<file path="config.mk">
export PLATFORM = sky130hd
export DESIGN_NAME = c3sf_queue
export DESIGN_NICKNAME = d
export VERILOG_FILES = /design/src/sv/c3sf_pkg.sv /design/src/sv/c3sf_queue.sv
export SDC_FILE = /design/constraint.sdc
export NUM_CORES = 1
export LEC_CHECK = 0
export ABC_CLOCK_PERIOD_IN_PS = 1700
export BUFFER_PORTS_ARGS = -buffer_cell sky130_fd_sc_hd__buf_4
export CAP_MARGIN = 20
export CORE_MARGIN = 5
export CORE_UTILIZATION = 50
export DETAILED_ROUTE_END_ITERATION = 12
export PLACE_DENSITY = 0.74
export SYNTH_ARGS = -nofsm -noshare
export SYNTH_HDL_FRONTEND = slang
export SYNTH_SLANG_ARGS = --single-unit
</file>
<file path="constraint.sdc">
create_clock -name clk -period 1.7 [get_ports clk]
set_input_delay 0.085 -clock clk [delete_from_list [all_inputs] [get_ports clk]]
set_output_delay 0.085 -clock clk [all_outputs]
set_load 0.01 [all_outputs]
</file>
<file path="src/sv/c3sf_pkg.sv">
// shared types and constants for the 3x3 saturating image filter
// no dependencies; imported by every module of the block but the ram
`default_nettype none

package c3sf_pkg;

  localparam int MAX_WIDTH   = 1024;
  localparam int MAX_HEIGHT  = 1024;
  localparam int COL_W       = $clog2(MAX_WIDTH);
  localparam int WID_W       = $clog2(MAX_WIDTH + 1);
  localparam int CFG_W       = 11;
  localparam int ROW_W       = 11;
  localparam int PIX_W       = 8;
  localparam int SUM_W       = PIX_W + 3;
  localparam int IDX_W       = 2;
  localparam int QUEUE_DEPTH = 4;
  localparam int QPTR_W      = $clog2(QUEUE_DEPTH);
  localparam int QCNT_W      = $clog2(QUEUE_DEPTH + 1);

  localparam logic [CFG_W-1:0] DEF_WIDTH  = CFG_W'(800);
  localparam logic [CFG_W-1:0] DEF_HEIGHT = CFG_W'(800);
  localparam logic [CFG_W-1:0] MIN_DIM    = CFG_W'(2);
  localparam logic [PIX_W-1:0] SAT_MAX    = PIX_W'(255);

  typedef enum logic {
    OP_PIXEL = 1'b0,
    OP_FLUSH = 1'b1
  } op_t;

  typedef enum logic [IDX_W-1:0] {
    REG_IMAGE_WIDTH  = 2'd0,
    REG_IMAGE_HEIGHT = 2'd1
  } cfg_reg_t;

  // one classified slot on its way from front to back
  typedef struct packed {
    logic [PIX_W-1:0] pixel;
    logic [COL_W-1:0] col;
    logic             produce;
    logic             last;
    logic             clr_top;
    logic             clr_bottom;
    logic             clr_left;
    logic             clr_right;
  } item_t;

endpackage

`default_nettype wire

</file>
<file path="src/sv/c3sf_queue.sv">
// short queue of classified slots between front and back
// depends on c3sf_pkg
`default_nettype none

module c3sf_queue (
  input  logic            clk,
  input  logic            rst,
  input  logic            push,
  input  c3sf_pkg::item_t push_item,
  output logic            full,
  input  logic            pop,
  output logic            head_valid,
  output c3sf_pkg::item_t head_item
);

  import c3sf_pkg::*;

  item_t             slots [QUEUE_DEPTH];
  logic [QPTR_W-1:0] wr_ptr;
  logic [QPTR_W-1:0] rd_ptr;
  logic [QCNT_W-1:0] count;

  assign full       = count == QCNT_W'(QUEUE_DEPTH);
  assign head_valid = count != '0;
  assign head_item  = slots[rd_ptr];

  always_ff @(posedge clk) begin
    if (push) begin
      slots[wr_ptr] <= push_item;
    end
  end

  always_ff @(posedge clk) begin
    if (rst) begin
      wr_ptr <= '0;
      rd_ptr <= '0;
      count  <= '0;
    end else begin
      if (push) begin
        wr_ptr <= wr_ptr + QPTR_W'(1);
      end
      if (pop) begin
        rd_ptr <= rd_ptr + QPTR_W'(1);
      end
      if (push && !pop) begin
        count <= count + QCNT_W'(1);
      end else if (pop && !push) begin
        count <= count - QCNT_W'(1);
      end
    end
  end

  a_no_pop_empty: assert property (@(posedge clk) disable iff (rst)
    pop |-> count != '0)
    else $error("pop from empty queue");

  a_count_bound: assert property (@(posedge clk) disable iff (rst)
    count <= QCNT_W'(QUEUE_DEPTH))
    else $error("queue count overflow");

endmodule

`default_nettype wire

</file>
==> results of run 1 <==
cell type report:
type                    count  share of cell area (%)
repair buffers             87                    17.0
multi-input cells          54                    15.5
inverters                   4                   0.301
clock inverters             3                   0.401
well taps                 102                    2.56
clock buffers              13                    2.78
flip-flops and latches    105                    61.4
worst max-delay path, cell delays in order, from the launching register on:
cell and delay (ns):
dfxtp_4 0.40, buf_12 0.17, mux4_2 0.53, buf_6 0.14
cells by family (layout without fill, tap and decap cells):
family | after synthesis | after routing
buf+inv | 11 | 107
mux | 26 | 26
fa+ha+maj | 6 | 6
flops | 105 | 105
simple gates | 15 | 15
compound gates | 2 | 2
xor+xnor | 5 | 5
power groups by stage:
stage | Combinational, mW | Clock, mW | Sequential (mW)
3_3_place_gp | 0.667 | 0 | 3.06
3_5_place_dp | 0.678 | 0 | 3.07
5_1_grt | 0.846 | 1.43 | 3.02
2_1_floorplan | 0.379 | 0 | 3.05
6_report | 0.779 | 1.28 | 3.01
4_1_cts | 0.754 | 1.33 | 3.01
Yosys cell counts (all sizes together):
cell type	instances	area share, %
or3	2	0.32
inv	4	0.38
nor2	7	0.67
xor2	3	0.67
xnor2	2	0.45
mux4	24	14
a21oi	1	0.13
ha	5	1.6
fa	1	0.51
o21ai	1	0.13
edfxtp	96	73
dfxtp	9	4.6
and2	4	0.64
buf	5	1.6
nor3b	1	0.19
nand2	1	0.095
mux2i	2	0.51
clkbuf	2	0.19
stage by stage:
step | hold WS (ns) | worst slack, ns
finish | 0.0268 | 0.0276
global route | 0.0214 | -0.0515
CTS | 0.00518 | -0.00949
detailed placement | 0.291 | 0.150
global placement | 0.286 | 0.197
floorplan | 0.184 | 0.165
how the worst min path moves through the flow:
stage / endpoint / cells past startpoint
after global placement: slots[1][17] / 1
after detailed placement: slots[1][23] / 1
after CTS: rd_ptr[0] / 3
final: rd_ptr[0] / 3
after global routing: register / 3
after floorplan: slots[0][0] / 0
flip-flops by register name, indices dropped and copies added, names as in the netlist, named ones only:
register,count
count,3
wr_ptr,2
rd_ptr,2
slots,96
routing by layer:
metal	vias up	track usage, %	wire length, microns
met5	-	0	0
met4	0	4.10	72
met3	8	5.02	306
met2	45	22.9	3340
met1	935	17.5	2710
li1	867	-	-
timing repair:
action                                  4_1_cts  5_1_grt
gates resized for setup                      11       15
endpoints found under the setup margin       22       23
setup buffers                                 1        0
endpoints found under the hold margin       105        0
pin swaps                                     0        0
hold buffers                                 25        0
==> reports/qor.csv, run 1 <==
metric,value,unit
Achievable Freq,598,MHz
final WL,6430,microns
Synth Area in Compound Gates,0.254,%
power after layout,5.06,mW
vias in the first global route,1977,
RSZ-0062 raised after global routing,true,
Sum Neg Setup Slack,0,ns
R2R Path Start,count[0],
DR WL/cell,17.5,microns
die area,0.00974,sq mm
worst slew pin tran,0.360,ns
via-per-instance ratio,5.04,
first-pass GRT wire length,10200,microns
ant diodes,0,
worst setup path class,reg2out,
DP Area,0.00450,sq mm
Leak,1.74,nW
Initial Util,51.2,%
CTS tree,yes,
Post-Synth Simple-Gate Area,1.91,%
fin cells,368,
Pint,3.94,mW
Worst Setup EP,head_item[2],
largest net degree at the start of global routing,25,
Site Rows,32,
mux contribution to synthesized area,14.6,%
DR iter-0 viols,79,
share of layout cells above drive strength 1,36.8,%
R2R depth,4,
I/O Pins,54,
"reg-to-reg slack, setup",0.21,ns
"commonest non-fill, non-tap cell in the layout",edfxtp_1,
Yosys cell types,21,
Worst Skew,0.00565,ns
multi-input logic area,776,sq um
Peak supply drop,0.621,mV
clk sinks,105,
Final Hold Fails,0,
Final Core Density,64.9,%
root buf cell,clkbuf_8,
# DRC,0,
Clock Path Buffers,2,
register area share after synthesis,77.9,%
Syn Std Cell Area,0.00393,sq mm
Final Cycle Share,98.4,%
Detail Route Antenna Nets,0,
core region area,0.00769,sq mm
hpwl dp,3990,microns
combinational share of power,15.4,%
Post-Synth XOR/XNOR Area,1.11,%
crit end category,output pin,
Max Cap Violations,0,
Worst Path Arrival,1.59,ns
syn_area_per_cell,23.1,sq um
main combinational cell family by area after synthesis,multiplexers,
Adder-Cell Fraction of Synth Area,2.10,%
sw frac,22.2,%
Hold Path Class,in2reg,
fin. max-slew vios,0,
grt total ovfl,0,
GRT Util Overall,13.9,%
Port Buffers,53,
antenna violations before repair,0,
PD cells,1010,mW/mm^2
final RePlAce weighted congestion,0.718,
Skew-Pair Late Insertion Delay,0.34,ns
clk slew on worst S/H paths,0.08,ns
"Area growth, synth to finish",26.9,%
status,completed,
sw power,1.12,mW
most frequent cells in the layout,"edfxtp_1 (96), buf_4 (36), dlygate4sd3_1 (25)",
fin crit period,1.67,ns
FF-to-FF End,count[2],
sequential share of power,59.4,%
Seq cells post-synth,105,
HP Start,pop,
total CTS buffers,9,
Die W,98.7,microns
Vias,1855,
drt pass-1 iters,4,
Post-layout nets,295,
syn nets,204,
sequential cell area,0.00307,sq mm
relative slew slack,76.0,%
"Req. time, crit path",1.62,ns
Setup Viol. Count Final,0,
Placed Cells incl. Taps,326,
Yosys Warn Count,0,
CP startpoint kind,register,
Layout fillers,548,
H-Tree Depth,3,
clock share of power,25.2,%
cell count after synthesis,170,
die height,98.7,microns
Crit Path Max Fanout,12,
post-route cell area,0.00499,sq mm
Note: power is estimated with default switching activity, not from simulation.
==> run 2, diff against run 1 <==
- ABC_CLOCK_PERIOD_IN_PS: 1700 -> 1500
- PLACE_DENSITY: 0.74 -> 0.77
- clock period: 1.7 -> 1.5 ns (I/O delays scaled with it)
==> reports/qor.csv, run 2 (same netlist as run 1, synthesis figures left out) <==
metric,value,unit,change
DR iter-0 viols,71,,-10%
Initial Util,51.2,%,unchanged
Placed Cells incl. Taps,327,,+0.31%
Hold Crit Depth,4,,+1
final RePlAce weighted congestion,0.685,,-4.7%
final WL,6470,microns,+0.58%
Hold Slack,0.102,ns,+0.0750 ns
via-per-instance ratio,5.04,,about the same
share of layout cells above drive strength 1,40.8,%,+3.9 points
Leak,1.75,nW,+0.76%
Skew-Pair Late Insertion Delay,0.35,ns,about the same
Final Hold Fails,0,,unchanged
Clock Path Buffers,2,,unchanged
grt total ovfl,0,,unchanged
R2R Path Start,count[0],,
clk sinks,105,,unchanged
# DRC,0,,unchanged
Port Buffers,53,,unchanged
failing checks,negative setup slack,,
"reg-to-reg slack, setup",0.04,ns,-0.17 ns
root buf cell,clkbuf_8,,
HP Start,pop,,
Post-CTS Setup Repair Bufs,0,,-1
GRT Util Overall,14.4,%,+0.46 points
ant diodes,0,,unchanged
antenna violations before repair,0,,unchanged
die area,0.00974,sq mm,unchanged
Final Cycle Share,111,%,
post-route setup slack,-0.158,ns,-0.185 ns
Site Rows,32,,unchanged
drt pass-1 iters,4,,unchanged
H-Tree Depth,3,,unchanged
Biggest register,slots,,
clk slew on worst S/H paths,0.09,ns,about the same
fin. max-slew vios,0,,unchanged
crit end category,output pin,,
Post-layout nets,295,,unchanged
Hold Path Class,in2reg,,
RSZ-0062 raised after global routing,true,,
die height,98.7,microns,unchanged
Worst Path Arrival,1.58,ns,about the same
largest net degree at the start of global routing,25,,unchanged
Largest regs,"slots (96), count (3)",,
fin cells,367,,-0.27%
relative slew slack,74.7,%,-1.3 points
fin crit period,1.66,ns,
"commonest non-fill, non-tap cell in the layout",edfxtp_1,,
PD cells,1150,mW/mm^2,+14%
Worst Skew,0.00557,ns,-0.0000826 ns
vias in the first global route,2049,,+3.6%
FF-to-FF End,count[2],,
first-pass GRT wire length,10500,microns,+2.5%
total CTS buffers,9,,unchanged
max FFs per register,96,,unchanged
R2R depth,4,,unchanged
I/O Pins,54,,unchanged
"Area growth, synth to finish",27.6,%,
Setup Viol. Count Final,24,,+24
most frequent cells in the layout,"edfxtp_1 (96), buf_4 (35), dlygate4sd3_1 (25)",,
CP startpoint kind,register,,
Peak supply drop,0.514,mV,-17%
Max Cap Violations,0,,unchanged
"Req. time, crit path",1.42,ns,-0.20 ns
Die W,98.7,microns,unchanged
core region area,0.00769,sq mm,unchanged
Vias,1851,,-0.22%
status,"finished, violations left",,
Detail Route Antenna Nets,0,,unchanged
worst slew pin tran,0.380,ns,+0.0197 ns
worst setup path class,reg2out,,
Crit Path Max Fanout,14,,+2
CTS tree,yes,,
hpwl dp,4170,microns,+4.6%
Achievable Freq,603,MHz,
DR WL/cell,17.6,microns,+0.85%
==> run 2: changes by cell type in the layout (fill, tap and decap cells not counted), sizes merged <==
cell      change
clkinvlp      -2
clkinv        +3
clkbuf        -2
==> run 2: repair_timing <==
action | in CTS | in global routing
pin swaps | 0 | 2
cloned | 0 | 0
resized for setup | 26 | 10
setup endpoints to repair | 80 | 25
hold buffers | 25 | 0
endpoints found under the hold margin | 105 | 0
==> run 2: where the power goes <==
group	internal (mW)	switching, mW	leakage (nW)
combinational	0.524	0.379	0.710
clock	0.602	0.865	0.0833
sequential	3.35	0.0559	0.957
total	4.48	1.30	1.75
==> run 2: final cells by class <==
type,count,area (sq um)
flip-flops and latches,105,3070
fillers,538,2670
repair buffers,87,852
multi-input cells,54,792
clock buffers,11,131
well taps,102,128
clock inverters,4,31.3
inverters,4,15.0
==> run 2: critical path: stages, from the launching register on <==
cell,delay [ns]
dfxtp_4,0.38
buf_12,0.17
mux4_2,0.54
buf_6,0.14
==> run 2: worst max path at each step <==
stage / from / endpoint / cells past startpoint
6_report: register / head_item[0] / 3
5_1_grt: register / head_item[0] / 3
4_1_cts: register / head_item[19] / 3
3_5_place_dp: pop / count[2] / 8
3_3_place_gp: pop / count[2] / 8
2_1_floorplan: count[0] / count[2] / 4
==> run 2: metrics by stage <==
stage / setup TNS (ns) / total power, mW / worst slack [ns] / area (sq um) / utilization, %
after floorplan: 0 / 3.88 / 0.0924 / 3940 / -
final: -3.06 / 5.78 / -0.158 / 5020 / 65.3
after detailed placement: -1.59 / 4.25 / -0.0620 / 4510 / 58.7
after global placement: 0 / 4.23 / 0.0226 / 4510 / 58.7
after CTS: -3.97 / 5.82 / -0.206 / 5010 / 65.2
after global routing: -4.97 / 6.04 / -0.249 / 5020 / 65.3
==> run 2: metal layers <==
| metal | wire (microns) | global-route usage [%] | part of all wire, % | vias up |
|---|---|---|---|---|
| met3 | 281 | 3.54 | 4.3 | 8 |
| met5 | 0 | 0 | 0 | - |
| met4 | 85 | 5.36 | 1.3 | 0 |
| met1 | 2660 | 17.9 | 41 | 934 |
| li1 | - | - | - | 866 |
| met2 | 3430 | 24.5 | 53 | 43 |
