[src/sv/c3sf_pkg.sv]
// shared types and constants for the 3x3 saturating image filter
// no dependencies; imported by every module of the block but the ram
`default_nettype none

package c3sf_pkg;

  localparam int MAX_WIDTH   = 1024;
  localparam int MAX_HEIGHT  = 1024;
  localparam int COL_W       = $clog2(MAX_WIDTH);
  localparam int WID_W       = $clog2(MAX_WIDTH + 1);
  localparam int CFG_W       = 11;
  localparam int ROW_W       = 11;
  localparam int PIX_W       = 8;
  localparam int SUM_W       = PIX_W + 3;
  localparam int IDX_W       = 2;
  localparam int QUEUE_DEPTH = 4;
  localparam int QPTR_W      = $clog2(QUEUE_DEPTH);
  localparam int QCNT_W      = $clog2(QUEUE_DEPTH + 1);

  localparam logic [CFG_W-1:0] DEF_WIDTH  = CFG_W'(800);
  localparam logic [CFG_W-1:0] DEF_HEIGHT = CFG_W'(800);
  localparam logic [CFG_W-1:0] MIN_DIM    = CFG_W'(2);
  localparam logic [PIX_W-1:0] SAT_MAX    = PIX_W'(255);

  typedef enum logic {
    OP_PIXEL = 1'b0,
    OP_FLUSH = 1'b1
  } op_t;

  typedef enum logic [IDX_W-1:0] {
    REG_IMAGE_WIDTH  = 2'd0,
    REG_IMAGE_HEIGHT = 2'd1
  } cfg_reg_t;

  // one classified slot on its way from front to back
  typedef struct packed {
    logic [PIX_W-1:0] pixel;
    logic [COL_W-1:0] col;
    logic             produce;
    logic             last;
    logic             clr_top;
    logic             clr_bottom;
    logic             clr_left;
    logic             clr_right;
  } item_t;

endpackage

`default_nettype wire

[src/sv/c3sf_front.sv]
// front part: size registers, slot counters and classification of each request
// depends on c3sf_pkg
`default_nettype none

module c3sf_front (
  input  logic                        clk,
  input  logic                        rst,
  input  logic                        cfg_we,
  input  logic [c3sf_pkg::IDX_W-1:0]  cfg_index,
  input  logic [c3sf_pkg::CFG_W-1:0]  cfg_wdata,
  input  logic                        src_valid,
  input  logic                        op,
  input  logic [c3sf_pkg::PIX_W-1:0]  pixel,
  input  logic                        full,
  output logic                        push,
  output c3sf_pkg::item_t             item,
  output logic                        restart
);

  import c3sf_pkg::*;

  logic [CFG_W-1:0] width_reg;
  logic [CFG_W-1:0] height_reg;
  logic [COL_W-1:0] col;
  logic [ROW_W-1:0] row;
  logic [COL_W-1:0] ocol;
  logic [ROW_W-1:0] orow;

  logic [WID_W-1:0] eff_w;
  logic [CFG_W-1:0] eff_h;
  logic [COL_W-1:0] c;
  logic [WID_W-1:0] col_inc;
  logic [WID_W-1:0] ocol_inc;
  logic             expected;
  logic             is_flush;
  logic             produce;
  logic             last;
  logic             cfg_hit;

  always_comb begin
    if (32'(width_reg) > MAX_WIDTH) begin
      eff_w = WID_W'(MAX_WIDTH);
    end else if (width_reg < MIN_DIM) begin
      eff_w = WID_W'(MIN_DIM);
    end else begin
      eff_w = WID_W'(width_reg);
    end
    if (32'(height_reg) > MAX_HEIGHT) begin
      eff_h = CFG_W'(MAX_HEIGHT);
    end else if (height_reg < MIN_DIM) begin
      eff_h = MIN_DIM;
    end else begin
      eff_h = height_reg;
    end
  end

  always_comb begin
    unique case (cfg_reg_t'(cfg_index))
      REG_IMAGE_WIDTH, REG_IMAGE_HEIGHT: cfg_hit = cfg_we;
      default:                           cfg_hit = 1'b0;
    endcase
  end

  assign restart  = cfg_hit;
  assign expected = ROW_W'(row) < ROW_W'(eff_h);
  assign is_flush = op_t'(op) == OP_FLUSH;
  assign push     = src_valid && !full && !(expected && is_flush);

  assign c        = (WID_W'(col) >= eff_w) ? '0 : col;
  assign col_inc  = WID_W'(c) + WID_W'(1);
  assign ocol_inc = WID_W'(ocol) + WID_W'(1);
  assign produce  = !((row == '0) || ((row == ROW_W'(1)) && (c == '0)));
  assign last     = produce && (ocol_inc == eff_w) && (orow == ROW_W'(eff_h - CFG_W'(1)));

  always_comb begin
    item.pixel      = expected ? pixel : '0;
    item.col        = c;
    item.produce    = produce;
    item.last       = last;
    item.clr_top    = orow == '0;
    item.clr_bottom = orow == ROW_W'(eff_h - CFG_W'(1));
    item.clr_left   = ocol == '0;
    item.clr_right  = ocol_inc == eff_w;
  end

  always_ff @(posedge clk) begin
    if (rst) begin
      width_reg  <= DEF_WIDTH;
      height_reg <= DEF_HEIGHT;
      col        <= '0;
      row        <= '0;
      ocol       <= '0;
      orow       <= '0;
    end else if (cfg_hit) begin
      unique case (cfg_reg_t'(cfg_index))
        REG_IMAGE_WIDTH:  width_reg  <= cfg_wdata;
        REG_IMAGE_HEIGHT: height_reg <= cfg_wdata;
        default: begin
        end
      endcase
      col  <= '0;
      row  <= '0;
      ocol <= '0;
      orow <= '0;
    end else if (push) begin
      if (last) begin
        col  <= '0;
        row  <= '0;
        ocol <= '0;
        orow <= '0;
      end else begin
        if (col_inc >= eff_w) begin
          col <= '0;
          row <= row + ROW_W'(1);
        end else begin
          col <= COL_W'(col_inc);
        end
        if (produce) begin
          if (ocol_inc >= eff_w) begin
            ocol <= '0;
            orow <= orow + ROW_W'(1);
          end else begin
            ocol <= COL_W'(ocol_inc);
          end
        end
      end
    end
  end

  a_col_in_row: assert property (@(posedge clk) disable iff (rst)
    WID_W'(col) < eff_w)
    else $error("column counter beyond row width");

  a_frame_restart: assert property (@(posedge clk) disable iff (rst)
    push && item.last |=> (col == '0) && (row == '0) && (ocol == '0) && (orow == '0))
    else $error("counters not cleared after final pixel of frame");

endmodule

`default_nettype wire

[config.mk]
export PLATFORM = sky130hd
export DESIGN_NAME = c3sf_front
export DESIGN_NICKNAME = d
export VERILOG_FILES = /design/src/sv/c3sf_pkg.sv /design/src/sv/c3sf_front.sv
export SDC_FILE = /design/constraint.sdc
export NUM_CORES = 1
export LEC_CHECK = 0
export BUFFER_PORTS_ARGS = -buffer_cell sky130_fd_sc_hd__buf_2
export CORE_UTILIZATION = 35
export CTS_BUF_LIST = sky130_fd_sc_hd__clkbuf_8 sky130_fd_sc_hd__clkbuf_16
export DETAILED_ROUTE_END_ITERATION = 6
export GPL_ROUTABILITY_DRIVEN = 0
export HOLD_SLACK_MARGIN = 0.03
export PLACE_DENSITY = 0.62
export SLEW_MARGIN = 20
export SYNTH_ARGS = -nofsm -noshare
export SYNTH_HDL_FRONTEND = slang
export SYNTH_SLANG_ARGS = --single-unit
[constraint.sdc]
create_clock -name clk -period 6.02 [get_ports clk]
set_input_delay 0 -clock clk [delete_from_list [all_inputs] [get_ports clk]]
set_output_delay 0 -clock clk [all_outputs]
set_load 0.005 [all_outputs]
==> results.txt, run 1 <==
- Pwr dens: 191.9 nW/um^2
- In the routed layout, each cell is associated on average with a via count of 5.598.
- The floorplan step set the die width to 124.4 um.
- Multiplexer share of the synthesized area: 0%
- Clock transition at path regs: 0.05 ns
- Leak: 2.350 nW
* Required time of the critical path: 6.29 ns
- The synthesized netlist devotes 18.52% of its cell area to compound gates.
* Tot GR Track Use: 19.16%
- Logic pwr share: 9.8%
- Sequential share of power: 38.9%
- Among cell families on the critical path, the largest total delay comes from compound AO/OA/AOI/OAI gates.
* Number of cell rows: 44
- The longest clock path from root to sink contains 2 buffers.
* Overflow after GRT: 0
* Number of instances resized during post-cts repair: 0
- Across all layers, the routed design uses 4993 vias.
- Max cap viols: 0
- CP Max Fanout: 29
- Min Clock Period, post-route: 5.408 ns
* Critical Setup Path Class: reg -> reg
* Antenna diode count: 0
- In this design, the critical path's most frequently occurring cell is sky130_fd_sc_hd__a21oi_1.
- Entering global routing, the biggest net connects 30 pins.
- The largest single stage delay on the critical path is 0.51 ns.
* Clock network fraction of total power: 51.3%
- Final count of hold timing violations: 0
* Post-synthesis share of cell area spent on xor and xnor gates: 5.538%
- met2 is the most crowded layer.
- Aggregate routed wire length: 14.41 mm
- GR Util met3: 4.338%
- H-tree depth: 3
- In the finished design, the share of the clock period the worst path needs comes to 89.83%.
- The first global-routing pass estimated 24.14 mm of wire.
- The area growth from synthesis to layout is 12.63%.
- Worst Setup Start Kind: flip-flop
* Arrival @ worst endpoint: 5.68 ns
- At the end of the flow the core is filled with cells to 40.46%.
- Effective utilization at floorplan: 35.93%
* Number of instances in the synthesized netlist: 667
- Floorplan Core Area: 14590 um^2
* Sort of element at the end of the critical path: flip-flop
- Yosys mapped a number of flops with a built-in enable equal to 0.
* Basic-gate share of the synthesized area counting and, or, nand and nor cells: 32.37%
- The detailed router finished its first iteration with 323 violations.
* Global routing met2 resource utilization: 31.39%
- The most used flip-flop cell after synthesis is sky130_fd_sc_hd__dfxtp_1.
- Leading cell types by total area after synthesis: sky130_fd_sc_hd__dfxtp_1 (24%), sky130_fd_sc_hd__ha_1 (12%), sky130_fd_sc_hd__nand2_1 (7.2%), sky130_fd_sc_hd__a21oi_1 (5.2%), sky130_fd_sc_hd__nand3_1 (3.1%)
- Number of inserted filler cells in the final layout: 1479
* Outcome: finished, final reports clean
- During I/O placement, the number of pins put on the boundary was 53.
- Proportion of synthesized flip-flops having asynchronous set or reset: 0%
* Detailed-route wire length per cell: 16.15 um
- In this run the vertical extent of the chip is 124.4 um.
* Post-route ant nets: 0
- Synthesized area per cell: 7.858 um^2
- CTS saw 64 sinks.
- Share of the yosys chip area belonging to registers: 24.44%
- Synth cell count leaders: sky130_fd_sc_hd__nand2_1 (100), sky130_fd_sc_hd__dfxtp_1 (64), sky130_fd_sc_hd__a21oi_1 (54)
- The critical path contains buffers and inverters numbering 2 combined.
* Setup violation total in the final timing report: 0
* DIE AREA: 15470 um^2
* Peak supply drop: 147.6 uV
- Number of global-route vias before repair: 4798
- Cell at the slowest stage of the critical path: sky130_fd_sc_hd__or4_1
- The later pin in the worst-skew pair is clocked with a latency of 0.34 ns.
- The first TritonRoute pass finished after 6 iterations.
- After synthesis, the largest family of logic cells by area is simple AND/OR/NAND/NOR gates.
* Worst Tran Pin Value: 0.8622 ns
- Post-Synthesis Net Count: 746
- Global routing used 24.45% of the available met1 tracks.
- Net switching power: 0.2615 mW
* Switching portion of total power: 23.08%
* Cell accounting for the most synthesized area: sky130_fd_sc_hd__dfxtp_1
- Number of storage elements in the synthesis netlist: 64
* Nets: 782
- Clock skew on the completed layout was measured at 0.005919 ns.
- Antenna violations before repair: 0
* Final HPWL DP: 10.49 mm
- The max-slew violation count is 0.
- Residual DRC: 0
- RSZ-0062 raised after global routing: no
- For this run, the number of Yosys warnings is 0.
- Design internal power: 0.8712 mW
* Share of final-layout standard cells stronger than drive strength 1: 13.98%
* Clock Tree Root: sky130_fd_sc_hd__clkbuf_16
- After synthesis the cells add up to 5241 um^2.
* Min-Delay Path Class: in -> reg
- The number of clock buffers added by TritonCTS is 9.
- Traced cell by cell, the critical path runs through nor4_1 -> nand3_1 -> o21ai_0 -> nand2_1 -> ha_1 -> a2111oi_0 -> o21ai_0 -> a21oi_1 -> nor2_1 -> buf_4 -> nor2b_1 -> ha_1 -> o2111ai_1 -> xnor2_1 -> ha_1 -> a211o_1 -> o22ai_1 -> a21oi_1 -> a21oi_1 -> a21boi_2 -> buf_4 -> or4_1 -> a21oi_1.
- The number of different library cells used by synthesis comes to 77.
* Number of port buffers: 52
- CTS tree: built
* Power Total: 1.133 mW
- Share of the synthesized area in the top cell type: 24.44%
- Adder-cell share of the synthesized area: 12.41%
* Most frequently used cell type in the post-synthesis netlist: sky130_fd_sc_hd__nand2_1
* Setup total negative slack: 0 ns
* Slew margin rel.: 42.52%
- Achievable clock frequency: 184.9 MHz
## path summary, 6_finish.rpt
path                              from                          to  slack, ns  depth (start not counted)
max          width_reg[4]$_SDFFE_PP0P_        row[10]$_SDFFE_PP0P_       0.61                         23
min reg2reg  width_reg[0]$_SDFFE_PP0P_   width_reg[0]$_SDFFE_PP0P_       0.48                          2
min                                rst  height_reg[1]$_SDFFE_PP0P_       0.06                          2
max reg2reg  width_reg[4]$_SDFFE_PP0P_        row[10]$_SDFFE_PP0P_       0.61                         23
## timing repair
action                                 CTS  global route
setup endpoints to repair                0             0
hold buffers                            11             0
endpoints found under the hold margin   22             0
setup buffers                            0             0
## per-stage QoR
| stage | cells | setup slack (ns) | instance area (um^2) | hold WS [ns] |
|---|---|---|---|---|
| floorplan | 667 | 1.405 | 5241 | 0.05821 |
| global placement | 865 | 0.8446 | 5459 | 0.2345 |
| detailed placement | 865 | 0.7119 | 5459 | 0.2400 |
| CTS | 892 | 0.6537 | 5903 | 0.05264 |
| global route | 892 | 0.2251 | 5903 | 0.08367 |
| finish | 892 | 0.6122 | 5903 | 0.06499 |
## per-layer routing
| metal | vias up | wire [um] |
|---|---|---|
| li1 | 2514 | - |
| met3 | 26 | 559 |
| met2 | 117 | 6860 |
| met4 | 0 | 302 |
| met1 | 2336 | 6689 |
| met5 | - | 0 |
## worst register-to-register path, delay by kind of cell (launching register included)
kind | cells | cell delay (ns)
buffers and inverters | 2 | 0.45
AO/OA/AOI/OAI | 11 | 2.14
XOR/XNOR | 1 | 0.18
flip-flops | 1 | 0.32
adder cells (fa/ha/maj) | 3 | 0.81
AND/OR/NAND/NOR | 6 | 1.42
## layout make-up
type | instances | area, um^2 | share of cell area [%]
Sequential cell | 64 | 1281 | 21.70
Tap cell | 184 | 230.2 | 3.900
Clock buffer | 12 | 266.5 | 4.515
Clock inverter | 4 | 67.56 | 1.145
Inverter | 15 | 56.30 | 0.9538
Multi-Input combinational cell | 547 | 3608 | 61.13
Timing Repair Buffer | 66 | 392.9 | 6.655
## cells in the final DEF, fill, tap and decap left out, types with 11 or more instances in the layout
cell type	count
sky130_fd_sc_hd__o21ai_0	29
sky130_fd_sc_hd__and3_1	15
sky130_fd_sc_hd__nand3_1	32
sky130_fd_sc_hd__dlygate4sd3_1	11
sky130_fd_sc_hd__nor2_1	40
sky130_fd_sc_hd__xnor2_1	16
sky130_fd_sc_hd__nand4_1	16
sky130_fd_sc_hd__ha_1	52
sky130_fd_sc_hd__nor4_1	13
sky130_fd_sc_hd__dfxtp_1	64
sky130_fd_sc_hd__a21oi_1	54
sky130_fd_sc_hd__buf_2	52
sky130_fd_sc_hd__nand2_1	100
sky130_fd_sc_hd__xor2_1	14
sky130_fd_sc_hd__nor3_1	18
sky130_fd_sc_hd__nor2b_1	16
sky130_fd_sc_hd__inv_1	15
## logic make-up after synthesis
logic type      count (synthesis)
buf+inv                        56
xor+xnor                       31
compound gates                147
flops                          64
fa+ha+maj                      52
simple gates                  317
## power by group through the flow
stage / clock, mW / sequential (mW) / combinational, mW
2_1_floorplan: 0 / 0.443 / 0.0814
3_3_place_gp: 0 / 0.449 / 0.103
3_5_place_dp: 0 / 0.449 / 0.104
4_1_cts: 0.592 / 0.440 / 0.111
5_1_grt: 0.614 / 0.441 / 0.125
6_report: 0.581 / 0.440 / 0.111
Power figures use the tool's default switching activity.
==> run 2, diff against run 1 <==
Settings changed: CORE_UTILIZATION 35 to 45.
Clock period 6.02 ns to 5.8 ns, I/O delays scaled along.
==> results.txt, run 2 (same netlist as run 1, synthesis figures left out) <==
* Number of global-route vias before repair: 4564
- The worst hold path belongs to the class in -> reg.
- In this run the worst setup path terminates at row[10]$_SDFFE_PP0P_.
* Sequential share of power: 42.5%
- Nets: 781
- Clock Tree Root: sky130_fd_sc_hd__clkbuf_16
- The first TritonRoute pass finished after 7 iterations.
- Setup total negative slack on the finished layout was measured at 0 ns.
- Cell Count Post-Placement: 823
- Leak: 2.312 nW
* Most frequent standard cell in the layout excluding fill and tap cells: sky130_fd_sc_hd__nand2_1
* Residual DRC: 0
- Data arrives at the worst endpoint at 5.54 ns.
- Summed over all nets, the switching power comes to 0.2741 mW.
* H-tree depth: 3
- Number of sinks handled by clock tree synthesis: 64
- Cell at the slowest stage of the critical path: sky130_fd_sc_hd__or4_1
- Peak supply drop: 104.5 uV
- Path depth of the worst reg2reg path: 22
- Antenna diode count: 0
* Critical Setup Path Class: reg -> reg
* Clock network fraction of total power: 47.0%
- Effective utilization at floorplan: 46.10%
- Wires add up to 14.43 mm.
- The first global-routing pass estimated 22.98 mm of wire.
- Cells with a size suffix above 1 make up 13.88% of the layout.
* Logic pwr share: 10.5%
- The critical path contains buffers and inverters numbering 2 combined.
* Design internal power: 0.8026 mW
- 53 I/O pins were placed.
- In this run the worst path has a maximum fanout of 29.
* Switching portion of total power: 25.46%
- STA classifies the critical path endpoint as a flip-flop.
* Crit path launch: width_reg[4]$_SDFFE_PP0P_
- Across the run, the number of max-cap violations was 0.
- Once layout is complete, the cells apart from fillers number 849.
- In this run the tool buffered the top-level ports with 52 buffer cells.
* Slack of the worst reg-to-reg path: 0.52 ns
* Commonest non-fill, non-tap cells in the layout: sky130_fd_sc_hd__nand2_1 (100), sky130_fd_sc_hd__dfxtp_1 (64), sky130_fd_sc_hd__a21oi_1 (54), sky130_fd_sc_hd__ha_1 (52), sky130_fd_sc_hd__buf_2 (52)
- Pwr dens: 186.1 nW/um^2
- The worst setup path is launched from a flip-flop.
- Number of instances resized during post-cts repair: 0
* Reg-to-reg critical path endpoint: row[10]$_SDFFE_PP0P_
- Post-CTS timing repair inserted 0 buffers for setup.
* Tot GR Track Use: 24.73%
* GR Util met3: 3.972%
* Layer carrying the most global-route usage: met2
- In this run the remaining antenna-violating nets after routing total 0.
* Initial drt markers: 311
- The startpoint identified for the worst hold timing path is rst.
* Antenna violations before repair: 0
- The worst path needs 5.282 ns of the cycle, external delays included.
* Number of pins exceeding their max-slew limit in the final report: 0
- Headroom to the max-slew limit came out at 42.54%.
- CTS tree: built
* Achievable clock frequency: 189.3 MHz
- From bottom edge to top edge, the die measures 109.9 um.
- The final route contains 5095 vias.
- Number of stages on the worst setup path: 22
- RSZ-0062 raised after global routing: no
* Worst Tran Pin Value: 0.8619 ns
* Detailed-route wire length per cell: 17.00 um
- Synth-to-layout area growth: 10.36%
- Clock transition at path regs: 0.05 ns
- Traced cell by cell, the critical path runs through nor4_1 -> nand3_1 -> o21ai_0 -> nand2_1 -> ha_1 -> a2111oi_0 -> o21ai_0 -> a21oi_1 -> o21ai_0 -> inv_1 -> ha_1 -> o2111ai_1 -> xnor2_1 -> ha_1 -> a211o_1 -> o22ai_1 -> a21oi_1 -> a21oi_1 -> a21boi_2 -> buf_4 -> or4_1 -> a21oi_1.
- Largest stage delay, worst path: 0.51 ns
- Once layout is done, the placed cells without fillers occupy 5784 um^2.
* Placed Area: 5400 um^2
- Maximum number of pins on one net before global-route repair: 30
- Floorplan Core Area: 11370 um^2
* Dominant delay contributor by cell family on the critical path: compound AO/OA/AOI/OAI gates
* Setup violation total in the final timing report: 0
* Final count of hold timing violations: 0
- Number of cell rows: 39
* Met1 Use GR: 30.84%
- Between clock sinks in the finished design, the worst skew comes to 0.004497 ns.
* Part of the cycle the worst path needs: 91.07%
* Final HPWL DP: 10.75 mm
- Longest Clk Path Bufs: 2
- The run finished with clean final reports.
* Power Total: 1.077 mW
- The floorplan step set the die width to 109.9 um.
- The total overflow left after global routing is 0.
* Total clock buffers created by CTS: 9
* DIE AREA: 12080 um^2
* Startpoint of the lowest-slack register-to-register path: width_reg[4]$_SDFFE_PP0P_
- Global routing met2 resource utilization: 42.41%
- Clock Latency Late Sink: 0.33 ns
- At the worst endpoint, the required time is 6.06 ns.
- Dividing the detail-routed via count by the number of cells gives 6.001.
- Top cell by count, worst path: sky130_fd_sc_hd__a21oi_1
-- run 2: cell count changes in the layout (fill, tap and decap cells not counted), sizes merged --
cell	change
clkinvlp	+1
bufinv	-2
buf	-1
inv	-1
clkbuf	-1
clkinv	+2
-- run 2: worst min-delay path by stage --
stage / to / slack (ns) / cells after the start
2_1_floorplan: restart / 0.06 / 1
3_3_place_gp: width_reg[9]$_SDFFE_PP1P_ / 0.24 / 3
3_5_place_dp: width_reg[9]$_SDFFE_PP1P_ / 0.23 / 3
4_1_cts: width_reg[7]$_SDFFE_PP0P_ / 0.06 / 2
5_1_grt: height_reg[6]$_SDFFE_PP0P_ / 0.09 / 2
6_report: height_reg[7]$_SDFFE_PP0P_ / 0.07 / 2
-- run 2: through the flow --
stage                     util (%)  setup slack, ns  hold WS [ns]
after floorplan                  -            1.185       0.05821
after global placement       47.50           0.8973        0.2387
after detailed placement     47.50           0.6692        0.2305
after CTS                    50.87           0.5782       0.06230
after global routing         50.87           0.1207       0.08689
final                        50.87           0.5182       0.07058
-- run 2: cell type report --
| type | instances | area (um^2) |
|---|---|---|
| Multi-Input combinational cell | 547 | 3608 |
| Clock inverter | 4 | 21.27 |
| Fill cell | 1105 | 5585 |
| Timing Repair Buffer | 65 | 385.4 |
| Sequential cell | 64 | 1281 |
| Clock buffer | 11 | 252.7 |
| Inverter | 15 | 56.30 |
| Tap cell | 143 | 178.9 |
-- run 2: power groups by stage --
stage | logic [mW] | registers (mW) | clock network (mW)
after floorplan | 0.0845 | 0.459 | 0
after global placement | 0.104 | 0.467 | 0
after detailed placement | 0.107 | 0.467 | 0
after CTS | 0.113 | 0.458 | 0.513
after global routing | 0.127 | 0.458 | 0.531
final | 0.113 | 0.458 | 0.506
-- run 2: routing by layer --
layer  vias to the layer above  routed length (um)
met5                         -                   0
met1                      2413                6273
met2                       151                7127
met4                         0                 304
met3                        22                 730
li1                       2509                   -
-- run 2: worst reg2reg max path, cell delays in order (launching register included) --
cell                        delay, ns
sky130_fd_sc_hd__dfxtp_1         0.32
sky130_fd_sc_hd__nor4_1          0.26
sky130_fd_sc_hd__nand3_1         0.15
sky130_fd_sc_hd__o21ai_0         0.23
sky130_fd_sc_hd__nand2_1         0.17
sky130_fd_sc_hd__ha_1            0.21
sky130_fd_sc_hd__a2111oi_0       0.41
sky130_fd_sc_hd__o21ai_0         0.15
sky130_fd_sc_hd__a21oi_1         0.40
sky130_fd_sc_hd__o21ai_0         0.27
sky130_fd_sc_hd__inv_1           0.16
sky130_fd_sc_hd__ha_1            0.25
sky130_fd_sc_hd__o2111ai_1       0.17
sky130_fd_sc_hd__xnor2_1         0.21
sky130_fd_sc_hd__ha_1            0.34
sky130_fd_sc_hd__a211o_1         0.15
sky130_fd_sc_hd__o22ai_1         0.08
sky130_fd_sc_hd__a21oi_1         0.15
sky130_fd_sc_hd__a21oi_1         0.10
sky130_fd_sc_hd__a21boi_2        0.15
sky130_fd_sc_hd__buf_4           0.24
sky130_fd_sc_hd__or4_1           0.52
sky130_fd_sc_hd__a21oi_1         0.15
-- run 2: repair_timing --
item                                   in CTS  in global routing
setup endpoints to repair                   0                  0
endpoints found under the hold margin      22                  0
hold buffers                               11                  0
==> run 3, diff against run 2 <==
Settings changed: PLACE_DENSITY 0.62 to 0.67.
==> results.txt, run 3 (same netlist as run 1, synthesis figures left out) <==
- Based on the critical path, the design can be clocked at up to 187.6 MHz.
- Clock Latency Late Sink: 0.32 ns
- Overflow after GRT: 0
- In this run the remaining antenna-violating nets after routing total 0.
- Compared with the post-synthesis result, the final layout area differs by 11.43%.
- Tot GR Track Use: 24.12%
- Residual DRC: 0
- Dividing the detail-routed via count by the number of cells gives 5.986.
- Data arrives at the worst endpoint at 5.57 ns.
- For the final routed database, the setup TNS stands at 0 ns.
- The first global-routing pass estimated 22.84 mm of wire.
- Final HPWL DP: 10.58 mm
- The max-slew violation count is 0.
- Maximum number of pins on one net before global-route repair: 26
- Max cap viols: 0
- Pre-Repair DR Iteration Count: 5
- Clock network fraction of total power: 48.4%
- The signal on the critical path passes through nor4_1 -> nand3_1 -> o21ai_0 -> nand2_1 -> ha_1 -> a2111oi_0 -> o21ai_0 -> a21oi_2 -> nor2_1 -> nor2b_1 -> ha_1 -> o2111ai_1 -> xnor2_1 -> ha_1 -> a211o_1 -> o22ai_1 -> a21oi_1 -> a21oi_1 -> a21boi_4 -> buf_4 -> nand3_1 -> a21oi_1.
* Required time of the critical path: 6.05 ns
- Broken down by cell family, the worst path's largest delay share belongs to compound AO/OA/AOI/OAI gates.
- Net switching power: 0.2606 mW
- Of the cells placed in the final design, the portion with a size suffix greater than 1 is 14.25%.
- Path depth of the worst reg2reg path: 22
- Initial drt markers: 340
- At the pin with the least slew margin, the transition time is 0.7902 ns.
* Number of sinks handled by clock tree synthesis: 64
- Detailed-route wire length per cell: 16.52 um
- Total clock buffers created by CTS: 9
* Clock transition at path regs: 0.05 ns
* Sort of element at the end of the critical path: flip-flop
* Number of port buffers: 52
- Number of inserted filler cells in the final layout: 1089
* Number of global-route vias before repair: 4803
- Setup violation total in the final timing report: 0
- Floorplan Core Area: 11370 um^2
* IO Pins: 53
- Combinational logic burns 10.3% of the power.
- Worst slack at placement: 0.2022 ns
- Number of stages on the worst setup path: 22
- In this run the worst path has a maximum fanout of 11.
- Total via count after detailed routing: 5100
- Clk_skew: 0.01086 ns
- Antenna violations before repair: 0
- The H-tree was split into 3 levels.
- Commonest non-fill, non-tap cells in the layout: sky130_fd_sc_hd__nand2_1 (100), sky130_fd_sc_hd__dfxtp_1 (64), sky130_fd_sc_hd__a21oi_1 (53), sky130_fd_sc_hd__ha_1 (52), sky130_fd_sc_hd__buf_2 (52)
- Worst hold path cell count: 2
* Sequential share of power: 41.3%
- The worst setup path is launched from a flip-flop.
- CP bufs+invs: 1
- Most frequent standard cell in the layout excluding fill and tap cells: sky130_fd_sc_hd__nand2_1
- For this design the ratio of total power to cell area is 189.7 nW/um^2.
* Final count of hold timing violations: 0
- The repair_antennas step left the layout with diodes totalling 0.
* DIE AREA: 12080 um^2
- Horizontal extent of the die: 109.9 um
- Effective utilization at floorplan: 46.10%
- Leak: 2.349 nW
* Nets: 783
- Longest Clk Path Bufs: 2
- The worst path in the final design needs a cycle of 5.330 ns, including I/O delays and setup.
* Number of cell rows: 39
- The flow ran to the end, and the final reports show no timing, DRC or antenna violations.
- Setup repair after global routing left no endpoint under its margin.
- For this run, the slowest stage of the critical path takes 0.40 ns.
- TritonCTS built the clock tree.
* Vertical extent of the die: 109.9 um
* Aggregate routed wire length: 14.08 mm
* Cell at the slowest stage of the critical path: sky130_fd_sc_hd__a2111oi_0
* Peak supply drop: 121.0 uV
- Critical Setup Path Class: reg -> reg
- Final hold analysis gives a worst-case slack of 0.08234 ns.
- The worst hold path belongs to the class in -> reg.
- Summing internal, switching and leakage power gives 1.108 mW.
- Headroom to the max-slew limit came out at 47.32%.
- Final critical-path setup slack: 0.4704 ns
- Cell internal power was estimated by the tool at 0.8472 mW.
- Clock Tree Root: sky130_fd_sc_hd__clkbuf_16
* Switching portion of total power: 23.53%
* Part of the cycle the worst path needs: 91.89%
-- run 3: changes by cell type in the layout (fill, tap and decap cells not counted) --
cell	before	now
sky130_fd_sc_hd__inv_1	14	15
sky130_fd_sc_hd__bufinv_16	0	1
sky130_fd_sc_hd__a21boi_4	0	1
sky130_fd_sc_hd__buf_4	2	3
sky130_fd_sc_hd__a21oi_2	0	1
sky130_fd_sc_hd__a21oi_1	54	53
sky130_fd_sc_hd__clkinvlp_4	1	0
-- run 3: cell type report --
cell class              instances  area, um^2  area share [%]
clock buffers                  11       252.7           4.327
clock inverters                 5       47.55          0.8141
inverters                      15       56.30          0.9640
multi-input cells             548        3631           62.17
flip-flops and latches         64        1281           21.94
well taps                     143       178.9           3.063
repair buffers                 66       392.9           6.727
-- run 3: timing repair --
action                                  CTS  global route
resized for setup                         0             2
hold buffers                             11             0
endpoints found under the setup margin    0            20
hold endpoints to repair                 22             0
buffers inserted                          0             0
-- run 3: metal layers --
| layer | track usage, % | vias to the layer above | routed length [um] |
|---|---|---|---|
| met4 | 10.00 | 0 | 291 |
| met5 | 0 | - | 0 |
| li1 | - | 2511 | - |
| met3 | 3.972 | 27 | 606 |
| met1 | 30.09 | 2413 | 6206 |
| met2 | 40.94 | 149 | 6975 |
-- run 3: path summary, 6_finish.rpt --
path	from	end	slack, ns
max	width_reg[4]$_SDFFE_PP0P_	col[7]$_SDFFE_PP0P_	0.47
min	rst	height_reg[0]$_SDFFE_PP0P_	0.08
max reg2reg	width_reg[4]$_SDFFE_PP0P_	col[7]$_SDFFE_PP0P_	0.47
min reg2reg	width_reg[4]$_SDFFE_PP0P_	width_reg[4]$_SDFFE_PP0P_	0.48
-- run 3: worst reg2reg max path, cell delays in order, from the launching register on --
cell	delay (ns)
sky130_fd_sc_hd__dfxtp_1	0.32
sky130_fd_sc_hd__nor4_1	0.29
sky130_fd_sc_hd__nand3_1	0.15
sky130_fd_sc_hd__o21ai_0	0.24
sky130_fd_sc_hd__nand2_1	0.16
sky130_fd_sc_hd__ha_1	0.20
sky130_fd_sc_hd__a2111oi_0	0.40
sky130_fd_sc_hd__o21ai_0	0.18
sky130_fd_sc_hd__a21oi_2	0.29
sky130_fd_sc_hd__nor2_1	0.12
sky130_fd_sc_hd__nor2b_1	0.23
sky130_fd_sc_hd__ha_1	0.29
sky130_fd_sc_hd__o2111ai_1	0.17
sky130_fd_sc_hd__xnor2_1	0.29
sky130_fd_sc_hd__ha_1	0.32
sky130_fd_sc_hd__a211o_1	0.28
sky130_fd_sc_hd__o22ai_1	0.14
sky130_fd_sc_hd__a21oi_1	0.07
sky130_fd_sc_hd__a21oi_1	0.31
sky130_fd_sc_hd__a21boi_4	0.40
sky130_fd_sc_hd__buf_4	0.20
sky130_fd_sc_hd__nand3_1	0.07
sky130_fd_sc_hd__a21oi_1	0.14
-- run 3: power groups by stage --
stage	Combinational, mW	Sequential (mW)	Clock [mW]
after floorplan	0.0845	0.459	0
after global placement	0.104	0.466	0
after detailed placement	0.106	0.467	0
after CTS	0.112	0.457	0.549
after global routing	0.128	0.458	0.568
final	0.114	0.458	0.536
-- run 3: metrics by stage --
| stage | std cells | util (%) | instance area (um^2) |
|---|---|---|---|
| 2_1_floorplan | 667 | - | 5241 |
| 3_3_place_gp | 824 | 47.56 | 5408 |
| 3_5_place_dp | 824 | 47.56 | 5408 |
| 4_1_cts | 851 | 51.17 | 5818 |
| 5_1_grt | 852 | 51.37 | 5841 |
| 6_report | 852 | 51.37 | 5841 |
